[src/design/mie_pkg.sv]
package mie_pkg;

  // default internal operand width
  localparam int unsigned DefWidth = 32;

  // width of the payload fields on the ports
  localparam int unsigned DataW = 32;

  // input word: value and modulus
  typedef struct packed {
    logic [DataW-1:0] value;
    logic [DataW-1:0] modulus;
  } in_word_t;

  // output word: inverse and no-inverse flag
  typedef struct packed {
    logic [DataW-1:0] inverse;
    logic             no_inverse;
  } out_word_t;

  // handshake between sequencer and divider
  typedef struct packed {
    logic start;
  } div_req_t;

  typedef struct packed {
    logic done;
  } div_rsp_t;

endpackage

[src/design/mie_div.sv]
module mie_div import mie_pkg::*; #(
  parameter int unsigned Width = DefWidth
) (
  input  logic             clk_i,
  input  logic             rst_ni,
  input  div_req_t         req_i,
  input  logic [Width-1:0] dividend_i,
  input  logic [Width-1:0] divisor_i,
  input  logic [Width-1:0] mult_i,
  output div_rsp_t         rsp_o,
  output logic [Width-1:0] rem_o,
  output logic [Width-1:0] prod_o
);

  localparam int unsigned CntW = $clog2(Width);

  logic            busy_q, busy_d;
  logic            done_q, done_d;
  logic [CntW-1:0] cnt_q, cnt_d;
  logic [Width-1:0] rem_q, rem_d;
  logic [Width-1:0] shf_q, shf_d;
  logic [Width-1:0] acc_q, acc_d;
  logic [Width:0]   trial;
  logic [Width:0]   diff;
  logic             ge;

  // one restoring step: shift in the next dividend bit and try to subtract
  assign trial = {rem_q, shf_q[Width-1]};
  assign diff  = trial - {1'b0, divisor_i};
  assign ge    = ~diff[Width];

  // step control, remainder and quotient-times-multiplier accumulation
  always_comb begin
    busy_d = busy_q;
    done_d = 1'b0;
    cnt_d  = cnt_q;
    rem_d  = rem_q;
    shf_d  = shf_q;
    acc_d  = acc_q;
    if (req_i.start) begin
      busy_d = 1'b1;
      cnt_d  = CntW'(Width - 1);
      rem_d  = '0;
      shf_d  = dividend_i;
      acc_d  = '0;
    end else if (busy_q) begin
      rem_d = ge ? diff[Width-1:0] : trial[Width-1:0];
      shf_d = {shf_q[Width-2:0], 1'b0};
      acc_d = {acc_q[Width-2:0], 1'b0} + (ge ? mult_i : '0);
      cnt_d = cnt_q - CntW'(1);
      if (cnt_q == '0) begin
        busy_d = 1'b0;
        done_d = 1'b1;
      end
    end
  end

  // control registers
  always_ff @(posedge clk_i or negedge rst_ni) begin
    if (!rst_ni) begin
      busy_q <= 1'b0;
      done_q <= 1'b0;
      cnt_q  <= '0;
    end else begin
      busy_q <= busy_d;
      done_q <= done_d;
      cnt_q  <= cnt_d;
    end
  end

  // datapath registers
  always_ff @(posedge clk_i) begin
    rem_q <= rem_d;
    shf_q <= shf_d;
    acc_q <= acc_d;
  end

  assign rsp_o.done = done_q;
  assign rem_o      = rem_q;
  assign prod_o     = acc_q;

endmodule

[src/design/modular_inverse_ext_euclid_top.sv]
// Modular inverse by the extended Euclidean algorithm.
//
// Input channel (in_valid_i / in_ready_o / in_word_i) carries a value and a
// modulus; output channel (out_valid_o / out_ready_i / out_word_o) returns
// the inverse of the value modulo the modulus, or 0 with no_inverse set
// when the gcd is not 1, the value is 0 or the modulus is below 2.
// Operands are taken as the low WIDTH bits of the 32-bit fields.
//
// One word is worked on at a time; in_ready_o is high only while idle.
// Each Euclid step runs through one shared restoring divider that also
// accumulates quotient times coefficient, one bit per cycle. A 32-bit
// word takes up to about 46 steps. A zero value or a small modulus goes
// from the loop state straight to done; a value of 1 passes through the
// modular and sign fix-up states before done.
//
// The result sits in an output register; a new word may be accepted while
// it waits, and the next result holds in the sequencer until the receiver
// takes the pending one. Reset empties the output register and returns
// the sequencer to idle.
module modular_inverse_ext_euclid_top import mie_pkg::*; #(
  parameter int unsigned WIDTH = DefWidth
) (
  input  logic      clk_i,
  input  logic      rst_ni,
  input  logic      in_valid_i,
  output logic      in_ready_o,
  input  in_word_t  in_word_i,
  output logic      out_valid_o,
  input  logic      out_ready_i,
  output out_word_t out_word_o
);

  typedef enum logic [2:0] {
    StIdle,
    StLoop,
    StDiv,
    StFixMod,
    StFixSign,
    StDone
  } state_e;

  state_e state_q;

  logic [WIDTH-1:0] a_q, b_q, ta_q, tb_q, n_q;
  logic             neg_q;
  logic             none_q;
  logic             out_valid_q;
  out_word_t        out_word_q;

  logic [WIDTH-1:0] v_in, n_in;
  logic [WIDTH-1:0] div_rem, div_prod;
  div_req_t         div_req;
  div_rsp_t         div_rsp;
  logic             out_free;

  assign v_in = WIDTH'(in_word_i.value);
  assign n_in = WIDTH'(in_word_i.modulus);

  assign in_ready_o = (state_q == StIdle);
  assign out_free   = ~out_valid_q | out_ready_i;

  // in the loop state, start a division whenever the remainder is neither 0 nor 1
  assign div_req.start = (state_q == StLoop) && (b_q > WIDTH'(1));

  mie_div #(
    .Width (WIDTH)
  ) u_div (
    .clk_i      (clk_i),
    .rst_ni     (rst_ni),
    .req_i      (div_req),
    .dividend_i (a_q),
    .divisor_i  (b_q),
    .mult_i     (tb_q),
    .rsp_o      (div_rsp),
    .rem_o      (div_rem),
    .prod_o     (div_prod)
  );

  // sequencer and output register
  always_ff @(posedge clk_i or negedge rst_ni) begin
    if (!rst_ni) begin
      state_q     <= StIdle;
      out_valid_q <= 1'b0;
    end else begin
      // pending word taken and no new one loading behind it
      if (out_valid_q && out_ready_i && (state_q != StDone)) begin
        out_valid_q <= 1'b0;
      end
      unique case (state_q)
        StIdle: begin
          if (in_valid_i) begin
            state_q <= StLoop;
          end
        end
        StLoop: begin
          if (b_q == WIDTH'(1)) begin
            state_q <= StFixMod;
          end else if (b_q == '0) begin
            state_q <= StDone;
          end else begin
            state_q <= StDiv;
          end
        end
        StDiv: begin
          if (div_rsp.done) begin
            state_q <= StLoop;
          end
        end
        StFixMod: begin
          state_q <= StFixSign;
        end
        StFixSign: begin
          state_q <= StDone;
        end
        StDone: begin
          if (out_free) begin
            out_valid_q <= 1'b1;
            state_q     <= StIdle;
          end
        end
        default: begin
          state_q <= StIdle;
        end
      endcase
    end
  end

  // working registers of the Euclid loop
  always_ff @(posedge clk_i) begin
    unique case (state_q)
      StIdle: begin
        a_q    <= n_in;
        b_q    <= v_in;
        ta_q   <= '0;
        tb_q   <= WIDTH'(1);
        n_q    <= n_in;
        neg_q  <= 1'b0;
        none_q <= 1'b1;
        // small modulus: no ring, force the no-inverse path
        if (n_in < WIDTH'(2)) begin
          b_q <= '0;
        end
      end
      StLoop: begin
        if (b_q == WIDTH'(1)) begin
          none_q <= 1'b0;
        end
      end
      StDiv: begin
        if (div_rsp.done) begin
          a_q   <= b_q;
          b_q   <= div_rem;
          ta_q  <= tb_q;
          tb_q  <= div_prod + ta_q;
          neg_q <= ~neg_q;
        end
      end
      StFixMod: begin
        if (tb_q >= n_q) begin
          tb_q <= tb_q - n_q;
        end
      end
      StFixSign: begin
        if (neg_q && (tb_q != '0)) begin
          tb_q <= n_q - tb_q;
        end
      end
      StDone: begin
        if (out_free) begin
          out_word_q.inverse    <= none_q ? '0 : DataW'(tb_q);
          out_word_q.no_inverse <= none_q;
        end
      end
      default: begin
      end
    endcase
  end

  assign out_valid_o = out_valid_q;
  assign out_word_o  = out_word_q;

endmodule

[config.mk]
export PLATFORM = sky130hd
export DESIGN_NAME = modular_inverse_ext_euclid_top
export DESIGN_NICKNAME = d
export VERILOG_FILES = /design/src/design/mie_pkg.sv /design/src/design/mie_div.sv /design/src/design/modular_inverse_ext_euclid_top.sv
export SDC_FILE = /design/constraint.sdc
export NUM_CORES = 1
export LEC_CHECK = 0
export BUFFER_PORTS_ARGS = -buffer_cell sky130_fd_sc_hd__buf_2
export CAP_MARGIN = 0
export CORE_ASPECT_RATIO = 1.25
export CORE_MARGIN = 8
export CORE_UTILIZATION = 23
export CTS_BUF_LIST = sky130_fd_sc_hd__clkbuf_2
export DETAILED_ROUTE_END_ITERATION = 6
export GPL_TIMING_DRIVEN = 0
export MAX_ROUTING_LAYER = met4
export PLACE_DENSITY = 0.35
export SYNTH_ARGS = -nofsm -noshare
export SYNTH_HDL_FRONTEND = slang
export SYNTH_SLANG_ARGS = --single-unit
[constraint.sdc]
create_clock -name clk_i -period 12.2 [get_ports clk_i]
set_input_delay 1.83 -clock clk_i [delete_from_list [all_inputs] [get_ports clk_i]]
set_output_delay 1.83 -clock clk_i [all_outputs]
set_load 0.005 [all_outputs]
======== Yosys cells after proc, flatten, opt, wreduce, memory -nomap -nowiden ========
Index checks and enable logic that the tools add are counted.
cells by class
  $add $sub $neg .......................... 6
  $lt $le $gt $ge ......................... 3
  eq/ne operators ......................... 13
  mux-type cells .......................... 36
  bitwise gates (word level) .............. 3
  reductions and logical operators ........ 17
operator list
  operator                                                                          count
  32-bit two-way mux                                                                11
  32-bit one-hot mux with 2 select lines                                            3
  32-bit one-hot mux with 4 select lines                                            1
  32-bit adder                                                                      2
  32-bit subtractor                                                                 2
  33-bit by 32-bit subtractor with 33-bit output                                    1
  32-bit by 1-bit equality test with 1-bit output, second input constant            1
  32-bit >= comparator                                                              1
  32-bit by 1-bit greater-than comparator with 1-bit output, second input constant  1
  32-bit logical NOT                                                                1
  32-bit by 2-bit less-than comparator with 1-bit output, second input constant     1
  32-bit nonzero test                                                               1
  3-bit one-hot mux with 6 select lines                                             1
  3-bit two-way mux                                                                 5
  1-bit two-way mux                                                                 11
  5-bit two-way mux                                                                 2
  2-bit inequality test, second input constant                                      4
  3-bit by 2-bit equality test with 1-bit output, second input constant             2
  3-bit equality test, second input constant                                        2
  2-bit AND reduction                                                               3
  2-bit nonzero test                                                                3
  5-bit logical NOT                                                                 1
  5-bit by 1-bit subtractor with 5-bit output, second input constant                1
  1-bit logical AND                                                                 4
  10 further kinds                                                                  13
word-level totals
  register bits after elaboration ......... 302
  input bits .............................. 68
  output and inout port bits .............. 35
  logic and storage cells ................. 95

======== Longest topological paths before layout ========
Gate-level depths: netlist of run 1.
  depth in word-level cells ............... 5
  mapped depth ............................ 25
  depth with buffers taken out ............ 22

======== Cells and area by module ========
From an unflattened synthesis of run 1, not the netlist that was laid out.
second synthesis, totals
  cells, all modules ...................... 2155
  area total of the unflattened synthesis .. 20505.9 µm²
by module, submodules not included
  module                          instances  cells each  area an instance (µm²)  seq. area each (µm²)
  modular_inverse_ext_euclid_top  1          1309        12927.4                 5955.7
  mie_div                         1          846         7578.5                  2417.3

======== Worst setup path after synthesis of run 1 ========
No wires, ideal clock.
  path kind ............................... reg-to-reg
  start point ............................. reg state_q[0]
  end point ............................... reg a_q[0], enable pin
  setup time .............................. 0.454 ns
  data arrival time ....................... 5.180 ns
  data required time ...................... 11.746 ns
  setup slack ............................. 6.565 ns
  stages on the path, launching flop included .. 5
  buffers on the path ..................... 2
  clock period less this slack ............ 5.635 ns
  cell sequence ........................... dfrtp_1 -> clkbuf_1 -> clkbuf_1 -> nor3_1 -> a21o_1
between the ends
  word-level cells in the longest chain between the ends .. 3
  elaborated cells on any way between the ends .. 5
  classes of those cells .................. eq/ne (2); reduce/logical (3)
RTL lines
  element                               RTL line                               source
  from (decl)                           modular_inverse_ext_euclid_top.sv:42   state_e state_q;
  from (signal assigned)                modular_inverse_ext_euclid_top.sv:82   state_q <= StIdle;
  from (signal assigned)                modular_inverse_ext_euclid_top.sv:92   state_q <= StLoop;
  from (signal assigned)                modular_inverse_ext_euclid_top.sv:97   state_q <= StFixMod;
  3-bit logical NOT                     n/a
  via in_ready_o                        modular_inverse_ext_euclid_top.sv:26   output logic in_ready_o,
  2-bit nonzero test (no source line)   n/a
  2-bit AND reduction (no source line)  n/a
  to (signal assigned)                  modular_inverse_ext_euclid_top.sv:132  a_q <= n_in;
  to (signal assigned)                  modular_inverse_ext_euclid_top.sv:151  a_q <= b_q;
  to (decl)                             modular_inverse_ext_euclid_top.sv:44   logic [WIDTH-1:0] a_q, b_q, ta_q, tb_q, n_q;
The timed path passes the listed nets, and every way through them passes these cells.
A chain may end at the register's enable or synchronous reset.

======== Worst setup path in the final report of run 1 ========
  start point ............................. reg b_q[0]
  end point ............................... reg u_div.acc_q[31], in the netlist u_div.prod_o[31]
between the ends
  word-level cells in the longest chain between the ends .. 3
  elaborated cells on any way between the ends .. 5
  classes of those cells .................. add/sub (2); order compare (1); mux (1); reduce/logical (1)
RTL lines
  element                                         RTL line                               source
  from (decl)                                     modular_inverse_ext_euclid_top.sv:44
  from (signal assigned)                          modular_inverse_ext_euclid_top.sv:133  b_q <= v_in;
  from (signal assigned)                          modular_inverse_ext_euclid_top.sv:152  b_q <= div_rem;
  33-bit by 32-bit subtractor with 33-bit output  mie_div.sv:29                          assign diff = trial - {1'b0, divisor_i};
  32-bit two-way mux                              mie_div.sv:49                          acc_d = {acc_q[Width-2:0], 1'b0} + (ge ? mult_i : '0);
  32-bit adder                                    mie_div.sv:49
  to (signal assigned)                            mie_div.sv:75                          acc_q <= acc_d;
  to (decl)                                       mie_div.sv:22                          logic [Width-1:0] acc_q, acc_d;
Several ways; a longest one is shown, not always the timed one.

==> tab_implementation.tex, run 1 <==
\begin{tabular}{lr}
\hline
Metric & Value \\
\hline
\multicolumn{2}{l}{\textbf{Logic synthesis}} \\
Simple-gate area share of the yosys netlist & 15.0\% \\
Post-synth cell types & 91 \\
Area fraction of the dominant cell type after synthesis & between 30\% and 40\% \\
Post-synthesis async set-or-reset flop share & between 3 and 4\% \\
Most common cell in the synthesized netlist & sky130\_fd\_sc\_hd\_\_nand2\_1 \\
Largest family of logic cells by synthesized area & compound AO/OA/AOI/OAI gates \\
Number of standard cells after synthesis & 2159 \\
Portion of the post-synthesis area used by sequential elements & 42.1\% \\
Number of synthesized flops with an enable pin & 227 \\
Synth warnings & 0 \\
Multiplexer fraction of the synthesized cell area & 1.31\% \\
Synthesized-area fraction occupied by ao, oa, aoi and oai cells & 22.4\% \\
Leading cell types by count after synthesis & 278 x sky130\_fd\_sc\_hd\_\_nand2\_1, 227 x sky130\_fd\_sc\_hd\_\_edfxtp\_1, 221 x sky130\_fd\_sc\_hd\_\_nor2\_1 \\
Adder-Cell Fraction of Synth Area & 10.4\% \\
Average cell area after synthesis & about 9.2 sq um \\
Cell accounting for the most synthesized area & sky130\_fd\_sc\_hd\_\_edfxtp\_1 \\
Post-synth top flop & sky130\_fd\_sc\_hd\_\_edfxtp\_1 \\
Largest cells by area after synthesis & sky130\_fd\_sc\_hd\_\_edfxtp\_1 34\%, sky130\_fd\_sc\_hd\_\_ha\_1 9.9\%, sky130\_fd\_sc\_hd\_\_dfxtp\_1 6.4\% \\
Netlist area before placement & 0.0199 sq mm \\
Net count of the mapped netlist & 2390 \\
Synthesized-area fraction occupied by xor and xnor cells & 3.92\% \\
Total of flip-flops plus latches after synthesis & 302 \\
\multicolumn{2}{l}{\textbf{Cells and area}} \\
Post-Route Utilization & between 20\% and 30\% \\
Share of cells above drive strength 1 & between 10 and 15\% \\
Final layout net count & 2592 \\
Post-layout instance area & 0.0229 sq mm \\
Layout area overhead & 15.2\% \\
\multicolumn{2}{l}{\textbf{STA}} \\
Setup slack of the critical path after layout & 5.06 ns \\
Number of hold violations in the final report & 0 \\
Number of endpoints failing setup at the final stage & 0 \\
Share of the clock period used by the worst path after layout & around three fifths \\
Worst Max-Slew Pin Slew & 1.31 ns \\
Post-route setup TNS & 0 ns \\
Slew HR & 13.0\% \\
Setup skew after layout & 0.149 ns \\
Max Freq & 140 MHz \\
Period minus WS final & 7.14 ns \\
Number of max-slew violations in the final report & 0 \\
Setup repair after global routing missed its margin & false \\
\multicolumn{2}{l}{\textbf{Job}} \\
Max-cap check violation count & 0 \\
\multicolumn{2}{l}{\textbf{Clock tree}} \\
CTS Root Cell & sky130\_fd\_sc\_hd\_\_clkbuf\_2 \\
\# hold bufs at CTS & 0 \\
TritonCTS clock tree & built \\
Worst-Skew Late Latency & 1.17 ns \\
Resized Gates After CTS & 0 \\
Clock-pin slew reported for the worst setup and hold paths after clock tree synthesis & 0.12 ns \\
Maximum root-to-sink buffer count & 3 \\
Clock buffers created by TritonCTS & approximately 90 \\
H-tree Lvls & 3 \\
\# Post-CTS Setup Buffers & 0 \\
Clock sinks & 302 \\
\multicolumn{2}{l}{\textbf{Min path}} \\
Cell depth of the worst hold path & 2 \\
Hold wc startpoint & u\_div.rem\_o[29]\$\_SDFFE\_PP0P\_ \\
Hold WC Path Type & reg -> reg \\
Endpoint of the worst hold path & u\_div.rem\_o[30]\$\_SDFFE\_PP0P\_ \\
\multicolumn{2}{l}{\textbf{Global routing}} \\
Global router's overall resource usage & 17.4\% \\
Vias in the first global route & 18200 \\
Maximum number of pins on one net before global-route repair & 55 \\
Global-route wire length before repair & 121000 um \\
Initial antenna violation count & 7 \\
GRT Residual Overflow & 0 \\
\multicolumn{2}{l}{\textbf{Setup path}} \\
R2r setup slk & 5.06 ns \\
End of the worst register-to-register path & u\_div.prod\_o[31]\$\_SDFFE\_PP0P\_ \\
Cell with the largest stage delay on the worst path & sky130\_fd\_sc\_hd\_\_o311ai\_1 \\
Required time of the critical path & 13.15 ns \\
Most frequent cell on the critical path & sky130\_fd\_sc\_hd\_\_a21oi\_1 \\
Delay of the slowest cell on the worst path & 0.50 ns \\
Arrival time worst endpoint & 8.09 ns \\
Critical path type & reg -> reg \\
Ordered list of cells on the worst path & ha\_1 -> fa\_1 -> nand2b\_1 -> a21oi\_1 -> o21ba\_1 -> a211oi\_2 -> o311ai\_1 -> o211a\_1 -> buf\_6 -> buf\_6 -> buf\_2 -> nor2\_1 -> ha\_1 -> fa\_1 -> a211oi\_1 -> nor2\_1 -> o31a\_1 -> a21bo\_2 -> a41oi\_1 -> a21oi\_1 -> o41ai\_2 -> o21ai\_0 -> xnor2\_1 -> a21oi\_1 \\
Element type at the critical path start & register \\
Worst reg-to-reg path cell count & 24 \\
Type of element capturing the critical path & register \\
Maximum net fanout on the critical path & 10 \\
Source of the worst register-to-register timing path & b\_q[0]\$\_DFFE\_PP\_ \\
\multicolumn{2}{l}{\textbf{Route}} \\
DRC marker count from the first detailed-route iteration & 1132 \\
Detailed Route WL & 83400 um \\
Total number of vias & 17500 \\
Antenna Violating Nets Remaining & 0 \\
Post-DR vias/cell & 4.87 \\
Mean routed wirelength per cell & 23.2 um \\
DRC violation count after routing & 0 \\
Pre-antenna DRT Iters & 7 \\
\multicolumn{2}{l}{\textbf{Placed design}} \\
HPWL after detailed placement & 64100 um \\
Port bufs & 102 \\
Post-Place Worst Slack & 5.06 ns \\
Cell area after placement & 0.0220 sq mm \\
Last weighted congestion value of the routability-driven placer & 0.894 \\
\multicolumn{2}{l}{\textbf{Outcome}} \\
Run status & finished clean \\
\multicolumn{2}{l}{\textbf{Floorplanning}} \\
Initial core utilization & 23.2\% \\
Number of cell rows & 120 \\
Area of the die & 0.0963 sq mm \\
Placeable Area & between 0.08 and 0.09 sq mm \\
Horiz. Die Dim & 279 um \\
Die H & 345 um \\
I/O pin total & 103 \\
\hline
\end{tabular}
==> through the flow <==
stage	instances	hold WS, ns
floorplan	2159	0.462
global placement	3420	0.496
detailed placement	3427	0.490
CTS	3599	0.358
global route	3600	0.450
finish	3600	0.472
==> metal layers <==
metal / track usage [%] / share of wire, % / vias up
li1: - / - / 8360
met1: 19.5 / 41 / 8537
met2: 31.1 / 51 / 486
met3: 2.35 / 4.2 / 153
met4: 7.15 / 3.6 / 0
met5: - / 0 / -
==> cell type report <==
type | count | area [sq um]
timing repair buffer | 109 | 639
clock buffer | 148 | 741
tap | 1159 | 1450
antenna | 1 | 2.50
inverter | 138 | 518
buffer | 104 | 457
clock inverter | 24 | 163
sequential | 302 | 8370
multi-input combinational | 1615 | 10600
fill | 9351 | 62800
==> flip-flops by register name, indices dropped and copies added (netlist names) <==
register,count
n_q,32
u_div.shf_q,32
none_q,1
out_word_o,33
tb_q,32
out_valid_o,1
state_q,3
a_q,32
u_div.rem_o,32
u_div.busy_q,1
neg_q,1
u_div.prod_o,32
u_div.cnt_q,5
ta_q,32
b_q,32
u_div.rsp_o,1
==> logic make-up (layout without fill, tap and decap cells) <==
logic type               Yosys count  in the layout
AND/OR/NAND/NOR                  683            683
AO/OA/AOI/OAI                    654            654
flip-flops                       302            302
buffers and inverters            242            523
adder cells (fa/ha/maj)          163            163
XOR/XNOR                          89             89
multiplexers                      26             26
other                              0              1
==> worst max path at each step <==
| stage | from | to | slack [ns] |
|---|---|---|---|
| CTS | b_q[0]$_DFFE_PP_ | u_div.prod_o[31]$_SDFFE_PP0P_ | 4.96 |
| global route | b_q[0]$_DFFE_PP_ | u_div.prod_o[31]$_SDFFE_PP0P_ | 4.62 |
| detailed placement | b_q[0]$_DFFE_PP_ | u_div.prod_o[31]$_SDFFE_PP0P_ | 5.06 |
| global placement | state_q[0]$_DFFE_PN0P_ | b_q[13]$_DFFE_PP_ | 3.45 |
| finish | b_q[0]$_DFFE_PP_ | u_div.prod_o[31]$_SDFFE_PP0P_ | 5.06 |
| floorplan | state_q[0]$_DFFE_PN0P_ | a_q[0]$_DFFE_PP_ | 6.57 |
==> cells in the final DEF (no fill, tap or decap), drive strengths merged, types with 31 or more instances in the layout <==
cell / Yosys / final
a21o: 67 / 67
a21oi: 141 / 141
a22o: 33 / 33
a31oi: 31 / 31
buf: 35 / 144
clkbuf: 69 / 217
dfxtp: 64 / 64
edfxtp: 227 / 227
ha: 158 / 158
inv: 136 / 138
nand2: 278 / 278
nor2: 221 / 221
o21ai: 142 / 142
o21bai: 35 / 35
o22ai: 34 / 34
xnor2: 63 / 63
==> worst max-delay path, delay by kind of cell (launching register included) <==
family	cells	cell delay (ns)
compound gates	13	3.78
xor+xnor	1	0.23
fa+ha+maj	4	1.31
buf+inv	3	0.72
flops	1	0.49
simple gates	3	0.36
Power of run 1 is not shown: default switching activity piles up to over one toggle a cycle in this logic, so the estimate is an artifact.
==> inputs of run 2 (changes only) <==
Clock period 12.2 ns to 7.23 ns, I/O delays scaled along.
==> run 2 against run 1 <==
Clock skew fell by 0.0026 ns. Via count rose by 0.54%. Hold slack worse by 0.27 ns. Count of clock-buffer cells in the layout is the same. Highest routed layer unchanged.
==> tab_implementation.tex, run 2 (synthesized netlist as in run 1, its figures left out) <==
\begin{tabular}{lr}
\hline
Metric & Value \\
\hline
\multicolumn{2}{l}{\textbf{Min path}} \\
Hold WC Path Type & in -> reg \\
Cell depth of the worst hold path & 2 (unchanged) \\
\multicolumn{2}{l}{\textbf{Placed design}} \\
Last weighted congestion value of the routability-driven placer & 0.894 (unchanged) \\
Post-Place Worst Slack & 0.0903 ns (-4.97 ns) \\
Cell area after placement & 0.0220 sq mm (unchanged) \\
Port bufs & 102 (unchanged) \\
HPWL after detailed placement & 64100 um (unchanged) \\
\multicolumn{2}{l}{\textbf{Clock tree}} \\
Worst-Skew Late Latency & 1.18 ns (about the same) \\
CTS Root Cell & sky130\_fd\_sc\_hd\_\_clkbuf\_2 \\
H-tree Lvls & 3 (unchanged) \\
TritonCTS clock tree & built \\
Clock sinks & 302 (unchanged) \\
Clock-pin slew reported for the worst setup and hold paths after clock tree synthesis & 0.12 ns (about the same) \\
Maximum root-to-sink buffer count & 3 (unchanged) \\
Clock buffers created by TritonCTS & 91 (unchanged) \\
\multicolumn{2}{l}{\textbf{STA}} \\
Slew HR & 11.2\% (-1.7 points) \\
Setup slack of the critical path after layout & 0.394 ns (-4.66 ns) \\
Number of max-slew violations in the final report & 0 (unchanged) \\
Setup skew after layout & 0.146 ns (-0.00262 ns) \\
Number of endpoints failing setup at the final stage & 0 (unchanged) \\
Number of hold violations in the final report & 0 (unchanged) \\
Max Freq & 146 MHz (+4.5\%) \\
Period minus WS final & 6.84 ns (-0.307 ns) \\
Setup repair after global routing missed its margin & false \\
Worst Max-Slew Pin Slew & 1.33 ns (+0.0259 ns) \\
Share of the clock period used by the worst path after layout & 94.6\% (+36 points) \\
\multicolumn{2}{l}{\textbf{Floorplanning}} \\
I/O pin total & 103 (unchanged) \\
Die H & 345 um (unchanged) \\
Placeable Area & 0.0857 sq mm (unchanged) \\
Horiz. Die Dim & 279 um (unchanged) \\
Number of cell rows & 120 (unchanged) \\
Initial core utilization & 23.2\% (unchanged) \\
Area of the die & 0.0963 sq mm (unchanged) \\
\multicolumn{2}{l}{\textbf{Cells and area}} \\
Layout area overhead & 15.9\% \\
Final layout net count & 2603 (+0.42\%) \\
Filler cells & 9343 (-0.086\%) \\
Max reg flops & 33 (unchanged) \\
FF+latch area & 0.00837 sq mm (unchanged) \\
Leading cell types in the layout, fill and taps excluded & 277 x sky130\_fd\_sc\_hd\_\_nand2\_1, 227 x sky130\_fd\_sc\_hd\_\_edfxtp\_1, 221 x sky130\_fd\_sc\_hd\_\_nor2\_1 \\
Most frequent standard cell in the layout excluding fill and tap cells & sky130\_fd\_sc\_hd\_\_nand2\_1 \\
Post-layout instance area & 0.0231 sq mm (+0.57\%) \\
Share of cells above drive strength 1 & 14.2\% (+0.018 points) \\
Multi-input logic area & 0.0106 sq mm (+0.15\%) \\
\multicolumn{2}{l}{\textbf{Outcome}} \\
Run status & finished clean \\
\multicolumn{2}{l}{\textbf{Global routing}} \\
Maximum number of pins on one net before global-route repair & 55 (unchanged) \\
Vias in the first global route & 18200 (+0.17\%) \\
Global router's overall resource usage & 17.4\% (about the same) \\
Global-route wire length before repair & 121000 um (+0.12\%) \\
GRT Residual Overflow & 0 (unchanged) \\
Initial antenna violation count & 7 (unchanged) \\
\multicolumn{2}{l}{\textbf{Setup path}} \\
Delay of the slowest cell on the worst path & 0.49 ns (about the same) \\
Critical Path Stages & 24 (unchanged) \\
Family with the most delay on the worst path & compound AO/OA/AOI/OAI gates \\
Type of element capturing the critical path & register \\
Buffering stage count on the worst path with inverters included & 3 (unchanged) \\
Arrival time worst endpoint & 7.79 ns (-0.30 ns) \\
Maximum net fanout on the critical path & 11 (+1) \\
Ordered list of cells on the worst path & ha\_1 -> fa\_1 -> nand2b\_1 -> a21oi\_1 -> o21ba\_1 -> a211oi\_2 -> o311ai\_2 -> o211a\_1 -> buf\_6 -> buf\_6 -> buf\_2 -> nor2\_1 -> ha\_1 -> fa\_1 -> a211oi\_1 -> nor2\_1 -> o31a\_1 -> a21bo\_2 -> a41oi\_2 -> a21oi\_1 -> o41ai\_2 -> o21ai\_1 -> xnor2\_1 -> a21oi\_1 \\
Element type at the critical path start & register \\
Cell with the largest stage delay on the worst path & sky130\_fd\_sc\_hd\_\_edfxtp\_1 \\
Worst reg-to-reg path cell count & 24 (unchanged) \\
Most frequent cell on the critical path & sky130\_fd\_sc\_hd\_\_a21oi\_1 \\
Critical path type & reg -> reg \\
Required time of the critical path & 8.18 ns (-4.97 ns) \\
\multicolumn{2}{l}{\textbf{Route}} \\
DRC violation count after routing & 0 (unchanged) \\
DRC marker count from the first detailed-route iteration & 1139 (+0.62\%) \\
Detailed Route WL & 83500 um (+0.19\%) \\
Antenna Violating Nets Remaining & 0 (unchanged) \\
Mean routed wirelength per cell & 23.1 um (-0.17\%) \\
Post-DR vias/cell & 4.88 (+0.18\%) \\
Total number of vias & 17600 (+0.54\%) \\
Pre-antenna DRT Iters & 5 (-2) \\
\multicolumn{2}{l}{\textbf{Job}} \\
Max-cap check violation count & 0 (unchanged) \\
\hline
\end{tabular}
==> run 2: cell types whose count changed in the layout (fill, tap and decap cells not counted), sizes merged <==
cell / before / now
dlygate4sd3: 0 / 11
diode: 1 / 3
==> run 2: cell type report <==
type                    instances  share of cell area, %
flip-flops and latches        302                   36.3
clock buffers                 148                   3.21
clock inverters                24                  0.705
plain buffers                 104                   1.98
diodes                          3                 0.0325
well taps                    1159                   6.29
multi-input cells            1615                   46.0
inverters                     138                   2.25
repair buffers                120                   3.25
==> run 2: per-layer routing <==
| metal | up-vias | global-route usage [%] | part of all wire [%] | wire [um] |
|---|---|---|---|---|
| met5 | - | - | 0 | 0 |
| met1 | 8630 | 19.6 | 41 | 34600 |
| met3 | 139 | 2.35 | 4.1 | 3390 |
| met2 | 473 | 31.1 | 51 | 42600 |
| li1 | 8389 | - | - | - |
| met4 | 0 | 7.15 | 3.5 | 2960 |
==> run 2: through the flow <==
stage | TNS (ns) | utilization (%) | cells | hold WS, ns
6_report | 0 | 26.9 | 3613 | 0.203
5_1_grt | 0 | 26.9 | 3611 | 0.0635
4_1_cts | 0 | 26.9 | 3610 | 0.000211
3_5_place_dp | 0 | 25.7 | 3427 | 0.490
3_3_place_gp | -150.33 | 25.5 | 3420 | 0.496
2_1_floorplan | 0 | - | 2159 | 0.462
==> run 2: worst paths after layout <==
check                                              from                            end  slack [ns]
setup reg to reg                       b_q[0]$_DFFE_PP_  u_div.prod_o[31]$_SDFFE_PP0P_        0.39
min in group asynchronous                        rst_ni     u_div.cnt_q[0]$_DFFE_PN0P_        0.33
hold / removal                            in_word_i[49]              b_q[17]$_DFFE_PP_        0.20
max in group asynchronous                        rst_ni     u_div.cnt_q[3]$_DFFE_PN0P_        6.58
hold reg to reg            u_div.rem_o[29]$_SDFFE_PP0P_   u_div.rem_o[30]$_SDFFE_PP0P_        0.48
setup / recovery                       b_q[0]$_DFFE_PP_  u_div.prod_o[31]$_SDFFE_PP0P_        0.39
==> run 2: what timing repair did <==
item | CTS | global route
resized for setup | 1 | 3
setup endpoints to repair | 1 | 1
hold endpoints to repair | 21 | 0
hold buffers | 11 | 0
setup buffers | 0 | 0
Power of run 2 is left out for the same reason.
==> inputs of run 3 (changes only) <==
Settings changed: CTS_BUF_LIST sky130_fd_sc_hd__clkbuf_2 to unset.
==> run 3 against run 2 <==
Hold slack improved by 0.19 ns. Largest cell class unchanged. Sequential share of layout area shrank 0.38 points. Critical endpoint unchanged. Cell area increased by 1.1%. Global-route usage is 0.17 points lower. Critical path type unchanged.
==> tab_implementation.tex, run 3 (synthesized netlist as in run 1, its figures left out) <==
\begin{tabular}{lr}
\hline
Metric & Value \\
\hline
\multicolumn{2}{l}{\textbf{Outcome}} \\
Run status & finished clean \\
\multicolumn{2}{l}{\textbf{Cells and area}} \\
Leading cell types in the layout, fill and taps excluded & 277 x sky130\_fd\_sc\_hd\_\_nand2\_1, 227 x sky130\_fd\_sc\_hd\_\_edfxtp\_1, 221 x sky130\_fd\_sc\_hd\_\_nor2\_1 \\
Final layout net count & 2541 (-2.4\%) \\
Post-layout instance area & 0.0233 sq mm (+1.1\%) \\
Max reg flops & 33 (unchanged) \\
Most frequent standard cell in the layout excluding fill and tap cells & sky130\_fd\_sc\_hd\_\_nand2\_1 \\
Share of cells above drive strength 1 & 10.7\% (-3.5 points) \\
Layout area overhead & 17.1\% \\
Filler cells & 9237 (-1.1\%) \\
\multicolumn{2}{l}{\textbf{Global routing}} \\
Maximum number of pins on one net before global-route repair & 55 (unchanged) \\
GRT Residual Overflow & 0 (unchanged) \\
Vias in the first global route & 17700 (-2.7\%) \\
Global router's overall resource usage & 17.3\% (-0.17 points) \\
Global-route wire length before repair & 120000 um (-0.79\%) \\
Initial antenna violation count & 7 (unchanged) \\
\multicolumn{2}{l}{\textbf{Setup path}} \\
Most frequent cell on the critical path & sky130\_fd\_sc\_hd\_\_a21oi\_1 \\
Delay of the slowest cell on the worst path & 0.47 ns (-0.02 ns) \\
Cell with the largest stage delay on the worst path & sky130\_fd\_sc\_hd\_\_edfxtp\_1 \\
Required time of the critical path & 7.66 ns (-0.52 ns) \\
Family with the most delay on the worst path & compound AO/OA/AOI/OAI gates \\
Arrival time worst endpoint & 7.23 ns (-0.56 ns) \\
Critical path type & reg -> reg \\
Element type at the critical path start & register \\
Ordered list of cells on the worst path & ha\_1 -> fa\_1 -> nand2b\_1 -> a21oi\_1 -> o21ba\_1 -> a211oi\_2 -> o311ai\_2 -> o211a\_1 -> buf\_6 -> buf\_6 -> buf\_2 -> nor2\_1 -> ha\_1 -> fa\_1 -> a211oi\_1 -> nor2\_1 -> o31a\_1 -> a21bo\_2 -> a41oi\_2 -> a21oi\_1 -> o41ai\_2 -> o21ai\_0 -> xnor2\_1 -> a21oi\_1 \\
Type of element capturing the critical path & register \\
Buffering stage count on the worst path with inverters included & 3 (unchanged) \\
Maximum net fanout on the critical path & 11 (unchanged) \\
\multicolumn{2}{l}{\textbf{Clock tree}} \\
Clock buffers created by TritonCTS & 40 (-56\%) \\
Resized Gates After CTS & 0 (-1) \\
\# Post-CTS Setup Buffers & 0 (unchanged) \\
Clock sinks & 302 (unchanged) \\
\# hold bufs at CTS & 0 (-11) \\
Worst-Skew Late Latency & 0.58 ns (-0.60 ns) \\
Clock-pin slew reported for the worst setup and hold paths after clock tree synthesis & 0.06 ns (-0.06 ns) \\
Maximum root-to-sink buffer count & 3 (unchanged) \\
CTS Root Cell & sky130\_fd\_sc\_hd\_\_clkbuf\_16 \\
TritonCTS clock tree & built \\
H-tree Lvls & 2 (-1) \\
\multicolumn{2}{l}{\textbf{Floorplanning}} \\
Initial core utilization & 23.2\% (unchanged) \\
Horiz. Die Dim & 279 um (unchanged) \\
Area of the die & 0.0963 sq mm (unchanged) \\
Number of cell rows & 120 (unchanged) \\
I/O pin total & 103 (unchanged) \\
Die H & 345 um (unchanged) \\
Placeable Area & 0.0857 sq mm (unchanged) \\
\multicolumn{2}{l}{\textbf{Route}} \\
Detailed Route WL & 83000 um (-0.67\%) \\
DRC marker count from the first detailed-route iteration & 1227 (+7.7\%) \\
Pre-antenna DRT Iters & 5 (unchanged) \\
Total number of vias & 17100 (-2.9\%) \\
Mean routed wirelength per cell & 23.7 um (+2.5\%) \\
DRC violation count after routing & 0 (unchanged) \\
Antenna Violating Nets Remaining & 0 (unchanged) \\
Met2 wire len & 42300 um (-0.66\%) \\
Top Layer Used & met4 \\
Post-DR vias/cell & 4.89 (+0.23\%) \\
Routed length on met3 & 3150 um (-7.3\%) \\
Length of routed wiring on met1 & 34600 um (about the same) \\
\multicolumn{2}{l}{\textbf{Placed design}} \\
Last weighted congestion value of the routability-driven placer & 0.894 (unchanged) \\
Cell area after placement & 0.0220 sq mm (unchanged) \\
HPWL after detailed placement & 64100 um (unchanged) \\
Port bufs & 102 (unchanged) \\
\multicolumn{2}{l}{\textbf{STA}} \\
Max Freq & 147 MHz (+0.42\%) \\
Worst Max-Slew Pin Slew & 1.38 ns (+0.0511 ns) \\
Period minus WS final & 6.81 ns (-0.0289 ns) \\
Number of endpoints failing setup at the final stage & 0 (unchanged) \\
Slew HR & 7.83\% (-3.4 points) \\
Number of max-slew violations in the final report & 0 (unchanged) \\
Number of hold violations in the final report & 0 (unchanged) \\
Share of the clock period used by the worst path after layout & 94.2\% (-0.40 points) \\
Post-route setup TNS & 0 ns (unchanged) \\
Setup skew after layout & 0.0181 ns (-0.128 ns) \\
\multicolumn{2}{l}{\textbf{Job}} \\
Max-cap check violation count & 0 (unchanged) \\
\multicolumn{2}{l}{\textbf{Min path}} \\
Hold WC Path Type & in -> async \\
\hline
\end{tabular}
==> run 3: layer usage <==
metal | vias to the layer above | track usage (%)
met5 | - | -
met4 | 0 | 6.13
met3 | 118 | 1.86
met2 | 420 | 31.1
met1 | 8401 | 19.8
li1 | 8189 | -
==> run 3: final timing paths <==
check / start / cells past startpoint / slack, ns / to
min in group clk_i: a_q[13]$_DFFE_PP_ / 2 / 0.50 / u_div.shf_q[13]$_DFFE_PP_
max: b_q[0]$_DFFE_PP_ / 24 / 0.42 / u_div.prod_o[31]$_SDFFE_PP0P_
max in group asynchronous: rst_ni / 1 / 6.59 / state_q[0]$_DFFE_PN0P_
min reg2reg: a_q[13]$_DFFE_PP_ / 2 / 0.50 / u_div.shf_q[13]$_DFFE_PP_
max reg2reg: b_q[0]$_DFFE_PP_ / 24 / 0.42 / u_div.prod_o[31]$_SDFFE_PP0P_
min: rst_ni / 1 / 0.39 / u_div.cnt_q[0]$_DFFE_PN0P_
==> run 3: area by class of cell <==
| class | count | area [sq um] | share of cell area, % |
|---|---|---|---|
| Inverter | 138 | 518 | 2.22 |
| Clock buffer | 55 | 1110 | 4.75 |
| Sequential cell | 302 | 8370 | 35.9 |
| Timing Repair Buffer | 109 | 639 | 2.74 |
| Clock inverter | 18 | 154 | 0.660 |
| Multi-Input combinational cell | 1615 | 10600 | 45.5 |
| Antenna cell | 2 | 5.00 | 0.0215 |
| Buffer | 104 | 457 | 1.96 |
| Tap cell | 1159 | 1450 | 6.22 |
==> run 3: metrics by stage <==
stage / setup slack (ns) / hold WS (ns) / std cells / utilization (%)
after floorplan: 1.60 / 0.462 / 2159 / -
after global placement: -1.52 / 0.496 / 3420 / 25.5
after detailed placement: 0.0903 / 0.490 / 3427 / 25.7
after CTS: 0.0559 / 0.367 / 3500 / 27.2
after global routing: -0.00426 / 0.391 / 3500 / 27.2
final: 0.423 / 0.394 / 3502 / 27.2
Power of run 3 is left out for the same reason.
